File: config.mk
export PLATFORM = sky130hd
export DESIGN_NAME = drou_fifo
export DESIGN_NICKNAME = d
export VERILOG_FILES = /design/src/drou_pkg.sv /design/src/drou_fifo.sv
export VERILOG_INCLUDE_DIRS = /design/src /design/src/src
export SDC_FILE = /design/constraint.sdc
export NUM_CORES = 1
export LEC_CHECK = 0
export BUFFER_PORTS_ARGS = -buffer_cell sky130_fd_sc_hd__buf_4
export CAP_MARGIN = 20
export CORE_MARGIN = 2
export CORE_UTILIZATION = 45
export CTS_BUF_LIST = sky130_fd_sc_hd__clkbuf_4
export DETAILED_ROUTE_END_ITERATION = 8
export PLACE_DENSITY = 0.7
export SLEW_MARGIN = 40
export SYNTH_ARGS = -nofsm -noshare
export SYNTH_HDL_FRONTEND = slang
export SYNTH_SLANG_ARGS = --single-unit
File: constraint.sdc
create_clock -name clk -period 10.9 [get_ports clk]
set_clock_uncertainty 0.05 [all_clocks]
set_input_delay 2.18 -clock clk [delete_from_list [all_inputs] [get_ports clk]]
set_output_delay 2.18 -clock clk [all_outputs]
set_load 0.005 [all_outputs]
File: src/dead_reckoning_odometry_integrator_unit_macros.svh
// Assertion helpers shared by the modules of the odometry integrator.
// Both sample on the rising edge of clk and stay quiet while rst is high.
`ifndef DEAD_RECKONING_ODOMETRY_INTEGRATOR_UNIT_MACROS_SVH
`define DEAD_RECKONING_ODOMETRY_INTEGRATOR_UNIT_MACROS_SVH

`define DROU_ASSERT(label, prop, msg) \
  label: assert property (@(posedge clk) disable iff (rst) (prop)) else $error(msg);

`define DROU_ASSERT_IMPLY(label, ante, cons, msg) \
  label: assert property (@(posedge clk) disable iff (rst) (ante) |-> (cons)) else $error(msg);

`endif

File: src/drou_pkg.sv
package drou_pkg;

  localparam int unsigned CORDIC_STEPS_DEF = 16;
  localparam int unsigned QUEUE_DEPTH_DEF  = 2;

  localparam int unsigned IN_TDATA_W  = 56;
  localparam int unsigned OUT_TDATA_W = 144;

  localparam logic OP_CMD  = 1'b0;
  localparam logic OP_TICK = 1'b1;

  localparam logic [19:0] TIMEOUT_RESET = 20'd200000;

  localparam logic signed [33:0] CORDIC_X0 = 34'sd652032874;
  localparam logic [29:0] HEAD_K = 30'd716770142;

  // The position divisor 1024000000 is 2^16 times this odd factor.
  localparam logic [14:0] POS_DIV_K = 15'd15625;
  // Ceiling of 2^44 / 15625. A dividend below 15625 * 2^16 times this value,
  // shifted right by RECIP_SHIFT, gives the exact quotient by POS_DIV_K.
  localparam logic [30:0] POS_RECIP = 31'd1125899907;
  localparam int unsigned RECIP_SHIFT = 44;

  typedef struct packed {
    logic               timed_out;
    logic signed [15:0] fwd_vel;
    logic signed [15:0] turn_rate;
    logic [31:0]        dt;
  } tick_t;

  // Arctangent of 2^-i as a binary angle, one turn equal to 2^32.
  function automatic logic [29:0] atan_turns(input logic [4:0] idx);
    logic [29:0] v;
    unique case (idx)
      5'd0:  v = 30'd536870912;
      5'd1:  v = 30'd316933406;
      5'd2:  v = 30'd167458907;
      5'd3:  v = 30'd85004756;
      5'd4:  v = 30'd42667331;
      5'd5:  v = 30'd21354465;
      5'd6:  v = 30'd10679838;
      5'd7:  v = 30'd5340245;
      5'd8:  v = 30'd2670163;
      5'd9:  v = 30'd1335087;
      5'd10: v = 30'd667544;
      5'd11: v = 30'd333772;
      5'd12: v = 30'd166886;
      5'd13: v = 30'd83443;
      5'd14: v = 30'd41722;
      5'd15: v = 30'd20861;
      5'd16: v = 30'd10430;
      5'd17: v = 30'd5215;
      5'd18: v = 30'd2608;
      5'd19: v = 30'd1304;
      5'd20: v = 30'd652;
      5'd21: v = 30'd326;
      5'd22: v = 30'd163;
      5'd23: v = 30'd81;
      default: v = '0;
    endcase
    return v;
  endfunction

  // Round a Q2.30 value half up to Q1.14 and clamp to plus or minus one.
  function automatic logic signed [15:0] to_q14(input logic signed [33:0] v);
    logic signed [34:0] biased;
    logic signed [18:0] r;
    biased = 35'(v) + 35'sd32768;
    r = 19'(biased >>> 16);
    if (r > 19'sd16384) begin
      return 16'sd16384;
    end
    if (r < -19'sd16384) begin
      return -16'sd16384;
    end
    return 16'(r);
  endfunction

endpackage

File: src/drou_fifo.sv
`include "dead_reckoning_odometry_integrator_unit_macros.svh"

module drou_fifo #(
  parameter int unsigned DEPTH = drou_pkg::QUEUE_DEPTH_DEF
) (
  input  logic          clk,
  input  logic          rst,
  input  logic          push,
  input  drou_pkg::tick_t wr_data,
  input  logic          pop,
  output drou_pkg::tick_t rd_data,
  output logic          full,
  output logic          empty
);

  localparam int unsigned PTR_W = (DEPTH > 1) ? $clog2(DEPTH) : 1;
  localparam int unsigned CNT_W = $clog2(DEPTH + 1);

  drou_pkg::tick_t  mem [DEPTH];
  logic [PTR_W-1:0] wr_ptr;
  logic [PTR_W-1:0] rd_ptr;
  logic [CNT_W-1:0] count;

  assign full    = (count == CNT_W'(DEPTH));
  assign empty   = (count == '0);
  assign rd_data = mem[rd_ptr];

  always_ff @(posedge clk) begin
    if (rst) begin
      wr_ptr <= '0;
      rd_ptr <= '0;
      count  <= '0;
    end else begin
      if (push) begin
        wr_ptr <= (wr_ptr == PTR_W'(DEPTH - 1)) ? '0 : wr_ptr + 1'b1;
      end
      if (pop) begin
        rd_ptr <= (rd_ptr == PTR_W'(DEPTH - 1)) ? '0 : rd_ptr + 1'b1;
      end
      case ({push, pop})
        2'b10:   count <= count + 1'b1;
        2'b01:   count <= count - 1'b1;
        default: count <= count;
      endcase
    end
  end

  always_ff @(posedge clk) begin
    if (push) begin
      mem[wr_ptr] <= wr_data;
    end
  end

  `DROU_ASSERT_IMPLY(a_no_overflow, push, !full, "tick queue written while full")
  `DROU_ASSERT_IMPLY(a_no_underflow, pop, !empty, "tick queue read while empty")
  `DROU_ASSERT(a_count_bound, count <= CNT_W'(DEPTH), "tick queue count beyond depth")

endmodule

; Yosys cells after proc, flatten, opt, wreduce, memory -nomap -nowiden
; Memories as Yosys holds them, arrays and structs flattened. A register that Yosys moved wholly into a read port is not among the register bits.
; Index checks and enable logic that the tools add are counted.
[op_classes]
n_div = 0
eq_ne = 3
mul = 0
reduce_logical = 2
n_bitwise = 0
add_sub_neg = 4
n_shift = 0
n_lt_le_gt_ge = 0
n_mux = 7
[op_table]
columns = cell, count
row1 = 1-bit 2-to-1 mux, 6
row2 = 2-bit equality test (second input constant), 2
row3 = 2-bit case mux with 2 select lines, 1
row4 = 1-bit adder (second input constant), 2
row5 = 2-bit by 1-bit adder with 2-bit output (second input constant), 1
row6 = 2-bit by 1-bit equality test with 1-bit output (second input constant), 1
row7 = 2-bit zero test, 1
row8 = 2-bit nonzero test, 1
row9 = 2-bit by 1-bit subtractor with 2-bit output (second input constant), 1
[word_totals]
latch_bits = 0
mem_bits_rw = 130
memories = 1
input_bits = 69
register_bits = 4
romBits = 0
[mem_list]
columns = name, depth, width, rd, rd_clocked_by_memory_dff, wr, line_no
row1 = mem, 2, 65, 1, 1, 1, drou_fifo.sv:19  ; drou_pkg::tick_t mem [DEPTH];

; Depth between registers and ports, before layout
[depth]
word_depth = 4
mapped_depth = 5
mapped_depth_nobuf = 5

; Least setup slack after synthesis
; Ideal clock, no wire load.
[synth_path]
path_kind = input to register
from = input port push
to = memory mem[0][0] (netlist name), enable pin
required_ns = 10.360
cell_stages = 2
arrival_ns = 4.965
slack_ns = 5.395
setup_time_ns = 0.490
path_cell_list = inv_1 -> nor2_1
[synth_via]
elab_chain_cells = 2
[synth_rtl]
columns = item, line_no
row1 = start: declaration, drou_fifo.sv:8  ; input logic push,
row2 = 1-bit 2-to-1 mux, drou_fifo.sv:49  ; if (push) begin
row3 = 1-bit 2-to-1 mux (implied by the code), drou_fifo.sv:50  ; mem[wr_ptr] <= wr_data;
row4 = end: declaration, drou_fifo.sv:19
; Every way passes these cells.

==> impl_metrics.csv <==
group,metric,value,unit
clock_tree,cts_buffers,17,
final_layout,fillers,840,
setup_path,r2r_slack,9.34,ns
yosys,synth.net_count,294,
yosys,synth.largest_area_cell,"edfxtp_1",
clock_tree,root_buffer,"clkbuf_4",
die,die-width,108,um
clock_tree,clk_path_buf_depth,2,
yosys,synth_flop_cell,"edfxtp_1",
yosys,synth_edf_count,130,
timing,hold_slack,0.472,ns
final_layout,nNetsFinal,446,
power_and_ir_drop,p_leak,2.39,nW
die,row_count,38,
detailed_routing,dr.pass1.iters,4,
global_routing,grt_overflow,0,
die,die_h,108,um
min_path,hp-start,"count[1]",
detailed_routing,finalWirelength,8480,um
timing,slew-limit-headroom,53.1,%
placement,portBuffers,135,
timing,drv_slew,0,
die,die_area,11700,sq um
setup_path,required,8.67,ns
global_routing,grt_max_degree,37,
yosys,ys_top_cells_by_area,"edfxtp_1 80%, mux2_2 15%, dfxtp_1 2.0%",
placement,gp_congestion,0.703,
final_layout,drive_gt1_share,61.2,%
setup_path,cp-start-kind,"register",
yosys,yosysWarnings,0,
setup_path,crit_top_cell,"buf_4",
yosys,synth_seq_cells,135,
die,io_pins,136,
yosys,synth.avg_cell_area,21.8,sq um
final_layout,area_growth,31.4,%
detailed_routing,vias,2506,
clock_tree,worstSkewPairLatency,0.50,ns
die,start_util,45.7,%
yosys,synth_cells,224,
clock_tree,htreeDepth,4,
timing,max_freq,216,MHz
setup_path,r2r_start,"wr_ptr",
global_routing,grt_pass1_wl,12700,um
yosys,yosys.cell_count.top_type,"edfxtp_1",
setup_path,critPathMaxStageDelay,0.80,ns
global_routing,track_usage,14.8,%
clock_tree,cts.sinks,135,
outcome,status,"finished, final reports clean",
detailed_routing,viasPerCell,4.74,
clock_tree,cts_hold_buf,0,
die,placeableCoreArea,10700,sq um
clock_tree,path_clk_slew,0.10,ns
yosys,synth_cell_types,15,
setup_path,worstPathArrival,2.39,ns
setup_path,crit_slowest_cell,"dfxtp_2",
setup_path,crit_fanout,36,
timing,grt_setup_unrepaired,"no",
detailed_routing,wl_per_cell,16.0,um
global_routing,first_global_vias,2579,
run,drv_cap,0,
timing,hold_viol_final,0,
clock_tree,post_cts_buffers,0,
timing,timing.final.crit_share,42.4,%
detailed_routing,antenna_left,0,
yosys,seq_area_frac_synth,81.9,%
final_layout,fin_area,6420,sq um
yosys,synth_top_area_share,79.9,%
detailed_routing,drcViolationCount,0,
setup_path,crit_type,"register to primary output",
min_path,hp-class,"register to register",
placement,place_area,6110,sq um
timing,setup_violations,0,
power_and_ir_drop,power_density,172,nW/um^2
detailed_routing,drt_iter0_drc,74,
power_and_ir_drop,power,1.10,mW
final_layout,fin_util,60.0,%
clock_tree,cts_tree,"built",
global_routing,grt_antenna_before_repair,0,
setup_path,critPathCaptureType,"primary output",
clock_tree,cts_resized,0,
setup_path,path_cells,"buf_4 -> mux2_2 -> buf_4",
timing,fin_setup_tns,0,ns
yosys,yosys-top-cells-count,"130 x edfxtp_1, 65 x mux2_2, 6 x nor2_1",
final_layout,n_antenna_cell,0,
yosys,syn_area,4890,sq um
yosys,async_reset_ff_share,0,%
timing,fin_crit,4.62,ns
power_and_ir_drop,ir_drop,110,uV
timing,worst_slew_pin_slew,0.704,ns
placement,dp_hpwl,5560,um
power by group:
part	internal [mW]	total, mW	switching (mW)
logic	0.0798	0.132	0.0523
clock network	0.182	0.356	0.174
registers	0.604	0.616	0.0120
area by class of cell:
type	instances	area, sq um	share of cell area [%]
Clock buffer	18	135	2.10
Clock inverter	14	183	2.84
Inverter	1	3.75	0.0584
Multi-Input combinational cell	81	843	13.1
Sequential cell	135	4010	62.3
Tap cell	140	175	2.73
Timing Repair Buffer	140	1080	16.8
placed cells by master, fill, tap and decap left out, types with 2 or more instances in the layout:
master and n:
clkbuf_4 18, bufinv_16 4, clkinv_1 3, dfxtp_1 4, xnor2_1 3, buf_4 137, edfxtp_1 130, clkinvlp_4 5
mux2_2 65, nor2_1 5, buf_8 2
state kept, by name, indices dropped and copies added (netlist names), named ones only:
| signal | flops |
|---|---|
| count | 2 |
| rd_ptr | 1 |
| wr_ptr | 1 |
| mem | 130 |
worst max-delay path, delay by kind of cell, from the launching register on:
| family | cells | cell delay [ns] |
|---|---|---|
| buf+inv | 2 | 0.69 |
| mux | 1 | 0.41 |
| flops | 1 | 0.80 |
cell families (layout without fill, tap and decap cells):
kind of cell / count (synthesis) / count (layout) / share of synthesized area [%]
simple gates: 9 / 9 / 0.896
mux: 65 / 65 / 15.0
buf+inv: 8 / 173 / 1.05
compound gates: 2 / 2 / 0.205
xor+xnor: 4 / 4 / 0.717
flops: 135 / 135 / 81.9
fa+ha+maj: 1 / 1 / 0.256
per-layer routing:
layer | vias up | GRT usage, % | part of all wire [%]
met5 | - | 0 | 0
met4 | 0 | 5.77 | 0.45
met3 | 4 | 6.03 | 6.8
met2 | 85 | 25.2 | 53
met1 | 1230 | 16.7 | 40
li1 | 1187 | - | -
path summary, 6_finish.rpt:
check                      to  cells after the start
hold reg to reg      count[1]                      2
setup reg to reg   mem[1][10]                      2
hold / removal       count[1]                      2
setup / recovery  rd_data[56]                      3
per-stage QoR:
| step | setup slack (ns) | instances |
|---|---|---|
| after floorplan | 5.40 | 224 |
| after global placement | 6.70 | 494 |
| after detailed placement | 6.74 | 497 |
| after CTS | 6.16 | 529 |
| after global routing | 6.07 | 529 |
| final | 6.28 | 529 |
No activity file was read; power rests on OpenSTA's default activity.
