`config.mk`:
```
export PLATFORM = sky130hd
export DESIGN_NAME = drou_front
export DESIGN_NICKNAME = d
export VERILOG_FILES = /design/src/dead_reckoning_odometry_integrator_unit_macros.svh /design/src/drou_pkg.sv /design/src/drou_front.sv
export SDC_FILE = /design/constraint.sdc
export NUM_CORES = 1
export LEC_CHECK = 0
export ABC_AREA = 1
export BUFFER_PORTS_ARGS = -buffer_cell sky130_fd_sc_hd__buf_2
export CAP_MARGIN = 15
export CELL_PAD_IN_SITES_DETAIL_PLACEMENT = 1
export CELL_PAD_IN_SITES_GLOBAL_PLACEMENT = 1
export CORE_ASPECT_RATIO = 1.75
export CORE_UTILIZATION = 43
export DETAILED_ROUTE_END_ITERATION = 10
export PLACE_DENSITY = 0.92
export SLEW_MARGIN = 20
export SYNTH_ARGS = -nofsm -noshare
export SYNTH_HDL_FRONTEND = slang
export SYNTH_SLANG_ARGS = --single-unit
export TNS_END_PERCENT = 5
```
`constraint.sdc`:
```
create_clock -name clk -period 13.95 [get_ports clk]
set_input_delay 2.79 -clock clk [delete_from_list [all_inputs] [get_ports clk]]
set_output_delay 2.79 -clock clk [all_outputs]
set_load 0.02 [all_outputs]
```
`src/dead_reckoning_odometry_integrator_unit_macros.svh`:
```
// Assertion helpers shared by the modules of the odometry integrator.
// Both sample on the rising edge of clk and stay quiet while rst is high.
`ifndef DEAD_RECKONING_ODOMETRY_INTEGRATOR_UNIT_MACROS_SVH
`define DEAD_RECKONING_ODOMETRY_INTEGRATOR_UNIT_MACROS_SVH

`define DROU_ASSERT(label, prop, msg) \
  label: assert property (@(posedge clk) disable iff (rst) (prop)) else $error(msg);

`define DROU_ASSERT_IMPLY(label, ante, cons, msg) \
  label: assert property (@(posedge clk) disable iff (rst) (ante) |-> (cons)) else $error(msg);

`endif

```
`src/drou_pkg.sv`:
```
package drou_pkg;

  localparam int unsigned CORDIC_STEPS_DEF = 16;
  localparam int unsigned QUEUE_DEPTH_DEF  = 2;

  localparam int unsigned IN_TDATA_W  = 56;
  localparam int unsigned OUT_TDATA_W = 144;

  localparam logic OP_CMD  = 1'b0;
  localparam logic OP_TICK = 1'b1;

  localparam logic [19:0] TIMEOUT_RESET = 20'd200000;

  localparam logic signed [33:0] CORDIC_X0 = 34'sd652032874;
  localparam logic [29:0] HEAD_K = 30'd716770142;

  // The position divisor 1024000000 is 2^16 times this odd factor.
  localparam logic [14:0] POS_DIV_K = 15'd15625;
  // Ceiling of 2^44 / 15625. A dividend below 15625 * 2^16 times this value,
  // shifted right by RECIP_SHIFT, gives the exact quotient by POS_DIV_K.
  localparam logic [30:0] POS_RECIP = 31'd1125899907;
  localparam int unsigned RECIP_SHIFT = 44;

  typedef struct packed {
    logic               timed_out;
    logic signed [15:0] fwd_vel;
    logic signed [15:0] turn_rate;
    logic [31:0]        dt;
  } tick_t;

  // Arctangent of 2^-i as a binary angle, one turn equal to 2^32.
  function automatic logic [29:0] atan_turns(input logic [4:0] idx);
    logic [29:0] v;
    unique case (idx)
      5'd0:  v = 30'd536870912;
      5'd1:  v = 30'd316933406;
      5'd2:  v = 30'd167458907;
      5'd3:  v = 30'd85004756;
      5'd4:  v = 30'd42667331;
      5'd5:  v = 30'd21354465;
      5'd6:  v = 30'd10679838;
      5'd7:  v = 30'd5340245;
      5'd8:  v = 30'd2670163;
      5'd9:  v = 30'd1335087;
      5'd10: v = 30'd667544;
      5'd11: v = 30'd333772;
      5'd12: v = 30'd166886;
      5'd13: v = 30'd83443;
      5'd14: v = 30'd41722;
      5'd15: v = 30'd20861;
      5'd16: v = 30'd10430;
      5'd17: v = 30'd5215;
      5'd18: v = 30'd2608;
      5'd19: v = 30'd1304;
      5'd20: v = 30'd652;
      5'd21: v = 30'd326;
      5'd22: v = 30'd163;
      5'd23: v = 30'd81;
      default: v = '0;
    endcase
    return v;
  endfunction

  // Round a Q2.30 value half up to Q1.14 and clamp to plus or minus one.
  function automatic logic signed [15:0] to_q14(input logic signed [33:0] v);
    logic signed [34:0] biased;
    logic signed [18:0] r;
    biased = 35'(v) + 35'sd32768;
    r = 19'(biased >>> 16);
    if (r > 19'sd16384) begin
      return 16'sd16384;
    end
    if (r < -19'sd16384) begin
      return -16'sd16384;
    end
    return 16'(r);
  endfunction

endpackage

```
`src/drou_front.sv`:
```
module drou_front (
  input  logic               clk,
  input  logic               rst,
  input  logic               cfg_we,
  input  logic [19:0]        cfg_wdata,
  input  logic               in_valid,
  output logic               in_ready,
  input  logic               in_op,
  input  logic [19:0]        in_elapsed,
  input  logic signed [15:0] in_fwd_vel,
  input  logic signed [15:0] in_turn_rate,
  input  logic               q_full,
  output logic               q_push,
  output drou_pkg::tick_t    q_entry
);

  logic [19:0]        timeout;
  logic [31:0]        since_cmd;
  logic [31:0]        since_tick;
  logic signed [15:0] fwd_vel;
  logic signed [15:0] turn_rate;
  logic [32:0]        cmd_sum;
  logic [32:0]        tick_sum;
  logic [31:0]        cmd_sat;
  logic [31:0]        tick_sat;
  logic               expired;
  logic               accept;

  assign in_ready = !q_full;
  assign accept   = in_valid && in_ready;

  // Both timers saturate instead of wrapping over long gaps.
  assign cmd_sum  = {1'b0, since_cmd} + 33'(in_elapsed);
  assign tick_sum = {1'b0, since_tick} + 33'(in_elapsed);
  assign cmd_sat  = cmd_sum[32] ? '1 : cmd_sum[31:0];
  assign tick_sat = tick_sum[32] ? '1 : tick_sum[31:0];
  assign expired  = cmd_sat > {12'b0, timeout};

  assign q_push            = accept && (in_op == drou_pkg::OP_TICK);
  assign q_entry.timed_out = expired;
  assign q_entry.fwd_vel   = expired ? 16'sd0 : fwd_vel;
  assign q_entry.turn_rate = expired ? 16'sd0 : turn_rate;
  assign q_entry.dt        = tick_sat;

  always_ff @(posedge clk) begin
    if (rst) begin
      timeout    <= drou_pkg::TIMEOUT_RESET;
      since_cmd  <= '1;
      since_tick <= '0;
      fwd_vel    <= '0;
      turn_rate  <= '0;
    end else begin
      if (cfg_we) begin
        timeout <= cfg_wdata;
      end
      if (accept) begin
        unique case (in_op)
          drou_pkg::OP_CMD: begin
            fwd_vel    <= in_fwd_vel;
            turn_rate  <= in_turn_rate;
            since_cmd  <= '0;
            since_tick <= tick_sat;
          end
          drou_pkg::OP_TICK: begin
            since_cmd  <= cmd_sat;
            since_tick <= '0;
            if (expired) begin
              fwd_vel   <= '0;
              turn_rate <= '0;
            end
          end
        endcase
      end
    end
  end

endmodule

```
# Yosys cells after proc, flatten, opt, wreduce, memory -nomap -nowiden
# Cells that the tools add are included.
# totals
reg_bits	116
input_bits	78
out_inout_bits	67
word_cells	20
# classes
add_sub_neg	2
n_lt_le_gt_ge	1
mux	8
n_bitwise	1
reduce_logical	3
# ops
op	n
32-bit one-hot mux with 2 select lines	2
32-bit by 20-bit adder with 33-bit output	2
32-bit 2-to-1 mux	2
16-bit one-hot mux with 2 select lines	2
32-bit by 20-bit greater-than comparator with 1-bit output	1
16-bit 2-to-1 mux	2
1-bit logical AND	2
1-bit zero test	1
1-bit NOT	1

# Longest topological paths before layout
# depth
depth_word	5
mapped_depth	31
mapped_depth_nobuf	29

# Worst setup path after synthesis
# Ideal clock, no wire load.
# synth_path
path_type	in2out
startpoint	in in_elapsed[0]
endpoint	out q_entry[43] in the netlist's numbering
arrival_ns	6.280
required_time_ns	11.160
path_slack_ns	4.880
path_stages	26
n_path_buf	2
cell_sequence	ha_1 fa_1 nand3_2 nand3_4 nand2_2 nand2_2 nand3_1 nand3_2 nand2_2 inv_2 clkbuf_1 or2_2 ha_1 a21o_1 a21oi_1 nand2_1 nand2_1 nand2_1 nand2_1 nand2_1 a21oi_1 nand3_2 nor2_4 nand2_2 buf_4 nor2_1
# synth_rtl
element	line_no	text
start, declared	drou_front.sv:9	input logic [19:0] in_elapsed,
end, declared	drou_front.sv:14	output drou_pkg::tick_t q_entry

==> flow_summary.toml <==
[outcome]
result_of_the_run = "finished clean"

[clocking]
clk_pin_slew_ns = 0.06
ctsHtreeMaxLevel = 4
tritoncts_clock_tree = "yes"
max-clock-path-buffers = 2
root_buffer = "clkbuf_16"
cts_setup_buffers = 0
ctsHoldBuffers = 0
worst_skew_pair.late_latency_ns = 0.44
cts_repair_resize_count = 0
clock-sinks = 116
cts_inserted_buffers = 17

[final_layout]
flow.area_growth_from_synthesis_pct = 16.2
number_of_standard_cells_in_the_final_layout_excluding_fillers = 1679
register_area_sq_um = 2320
net_count_final = 1564
share_of_final_layout_standard_cells_stronger_than_drive_strength_1_pct = 16.9
multi_input_gate_area_sq_um = 5260
layout.filler_cells = 2614

[synth]
synth_register_bits = 116
synth_area_sq_um = 8480
yosysWarningCount = 0
synth_top_area_cell = "dfxtp_1"
ys.flop_type = "dfxtp_1"
synth_cells = 1306
syn-num-nets = 1446
async_flop_share_pct = 0
post_synth_main_area_contributors = "dfxtp_1 27%, nand2_1 15%, ha_1 8.9%"
syn_avg_cell_area_sq_um = 6.49
synthDominantCellAreaShare_pct = 27.4
part_of_the_yosys_area_used_for_sequential_elements_pct = 27.4
synth_cell_types = 46
number_of_enable_flip_flop_cells_after_synthesis = 0

[detailed_routing]
via_per_inst = 5.74
total_wirelength_of_the_detailed_routed_design_um = 31800
final_antenna_net_count = 0
number_of_detailed_routing_iterations_run_before_antenna_repair = 5
first_iter_violations = 449
dr_total_vias = 9637
remaining_drc_errors = 0
route.detailed.wl_per_inst_um = 18.9

[timing]
finalSetupViolCount = 0
period_minus_slack_ns = 10.74
slew_headroom_pct = 44.5
grt_setup_unrepaired = "false"
finClkSkew_ns = 0.0150
fmax_mhz = 93.1
tightestPinTransition_ns = 0.830
final.period_utilization_pct = 77.0
timing.final.max_slew_violations = 0
finalHoldViolations = 0
setup_tns_ns = 0

[critical_path]
crit_type = "in -> out"
cp.arrival_ns = 7.95
crit_path_top_delay_cell = "nor2_4"
path_max_fanout = 33
critPathMostFrequentCell = "nand2_1"
cp-start-kind = "primary input"
worst_ep_required_ns = 11.16
cp_slowest_stage_delay_ns = 0.63
setup.worst_path.end_class = "output port"

[die]
initial_core_util_pct = 44.2
core_sq_um = 19200
die_area_sq_um = 20300
dieHeight_um = 188
io_pins = 145
die_x_um = 108
floorplan.rows = 67

[global_routing]
grt_pass1_wl_um = 49700
grt_pass1_vias = 10237
grt_overflow_total = 0
antenna_found_initial = 1
gr-usage-all-layers_pct = 31.7
pin_count_of_the_biggest_net_entering_global_routing = 57

[power_and_ir_drop]
total_leakage_power_nw = 4.70
power.density_cell_area_nw_per_um2 = 112
irDropWorstVdd_uv = 70.7

[placed_design]
place.port_buffers = 144
numPlacedInstances = 1646
routabilityCongestion = 0.957
detailedPlacementHpwl_um = 23300

[min_path]
holdCritPathClass = "reg -> reg"

[flow_run]
max-cap-violations = 0
per-layer routing:
layer | vias to the layer above | routed length (um) | global-route usage, %
li1 | 4568 | - | -
met1 | 4612 | 11400 | 29.8
met2 | 321 | 17000 | 58.7
met3 | 136 | 1200 | 5.21
met4 | 0 | 2230 | 24.7
met5 | - | 0 | 0
path summary, 6_finish.rpt:
| check | from | end | slack (ns) | cells after the start |
|---|---|---|---|---|
| max | in_elapsed[0] | q_entry[51] | 3.21 | 29 |
| min | since_tick[0]$_SDFFE_PP0P_ | since_tick[0]$_SDFFE_PP0P_ | 0.47 | 2 |
| max reg2reg | since_cmd[0]$_SDFFE_PP1P_ | fwd_vel[3]$_SDFFE_PP0P_ | 9.11 | 27 |
| min reg2reg | since_tick[0]$_SDFFE_PP0P_ | since_tick[0]$_SDFFE_PP0P_ | 0.47 | 2 |
cell usage in the layout, fill, tap and decap left out, drive strengths merged, types with 14 or more instances in the layout:
master,n
nor2,107
nor3,14
dfxtp,116
a21oi,146
a22oi,52
nand3,55
ha,60
xor2,19
or2,26
clkbuf,18
buf,150
nand4,46
o21ai,53
nand2,347
inv,172
critical path: cells and delay by family:
| kind | cells | cell delay [ns] |
|---|---|---|
| simple gates | 21 | 3.39 |
| compound gates | 1 | 0.17 |
| buf+inv | 4 | 0.59 |
| fa+ha+maj | 3 | 0.97 |
synth_stat cells (all sizes together) (3+ instances only):
master  number
dfxtp      116
o211ai       6
xnor2        8
ha          60
clkbuf      36
nor2       107
or2         26
buf         15
nand3       55
nand4       46
nor3        14
o21bai       3
xor2        19
inv        169
a22oi       52
o221ai       3
o21ai       53
nand3b       4
a21oi      146
a21o         4
a31oi        3
nand2      347
clkinv       3
logic make-up after synthesis:
kind of cell | count (synthesis) | synth area share (%)
fa+ha+maj | 62 | 9.33
flops | 116 | 27.4
compound gates | 275 | 18.6
xor+xnor | 27 | 2.79
simple gates | 603 | 31.2
buf+inv | 223 | 10.7
flip-flops by register name (all words and copies together), names as in the netlist:
signal / flops
turn_rate: 16
timeout: 20
since_cmd: 32
since_tick: 32
fwd_vel: 16
stage by stage:
| step | total power, mW | hold WS [ns] | utilization (%) | setup WS, ns | cell area [sq um] |
|---|---|---|---|---|---|
| floorplan | 0.575 | 0.435 | - | 4.88 | 8480 |
| CTS | 1.10 | 0.472 | 51.3 | 3.23 | 9850 |
| global placement | 0.656 | 0.451 | 48.4 | 3.67 | 9290 |
| finish | 1.11 | 0.469 | 51.3 | 3.21 | 9850 |
| detailed placement | 0.673 | 0.457 | 48.4 | 3.32 | 9290 |
| global route | 1.15 | 0.490 | 51.3 | 2.81 | 9850 |
layout make-up:
type                       instances  share of cell area, %
clock inverter                    14                   1.30
tap                              241                   3.06
sequential                       116                   23.6
clock buffer                      18                   4.36
timing repair buffer             150                   7.77
multi-input combinational        967                   53.4
inverter                         172                   6.55
antenna                            1                 0.0254
power by group:
part	total, mW	internal, mW	switching [mW]
Combinational	0.319	0.109	0.210
Clock	0.427	0.246	0.181
Sequential	0.360	0.348	0.0122
Total	1.11	0.702	0.404
Note: power is estimated with default switching activity, not from simulation.
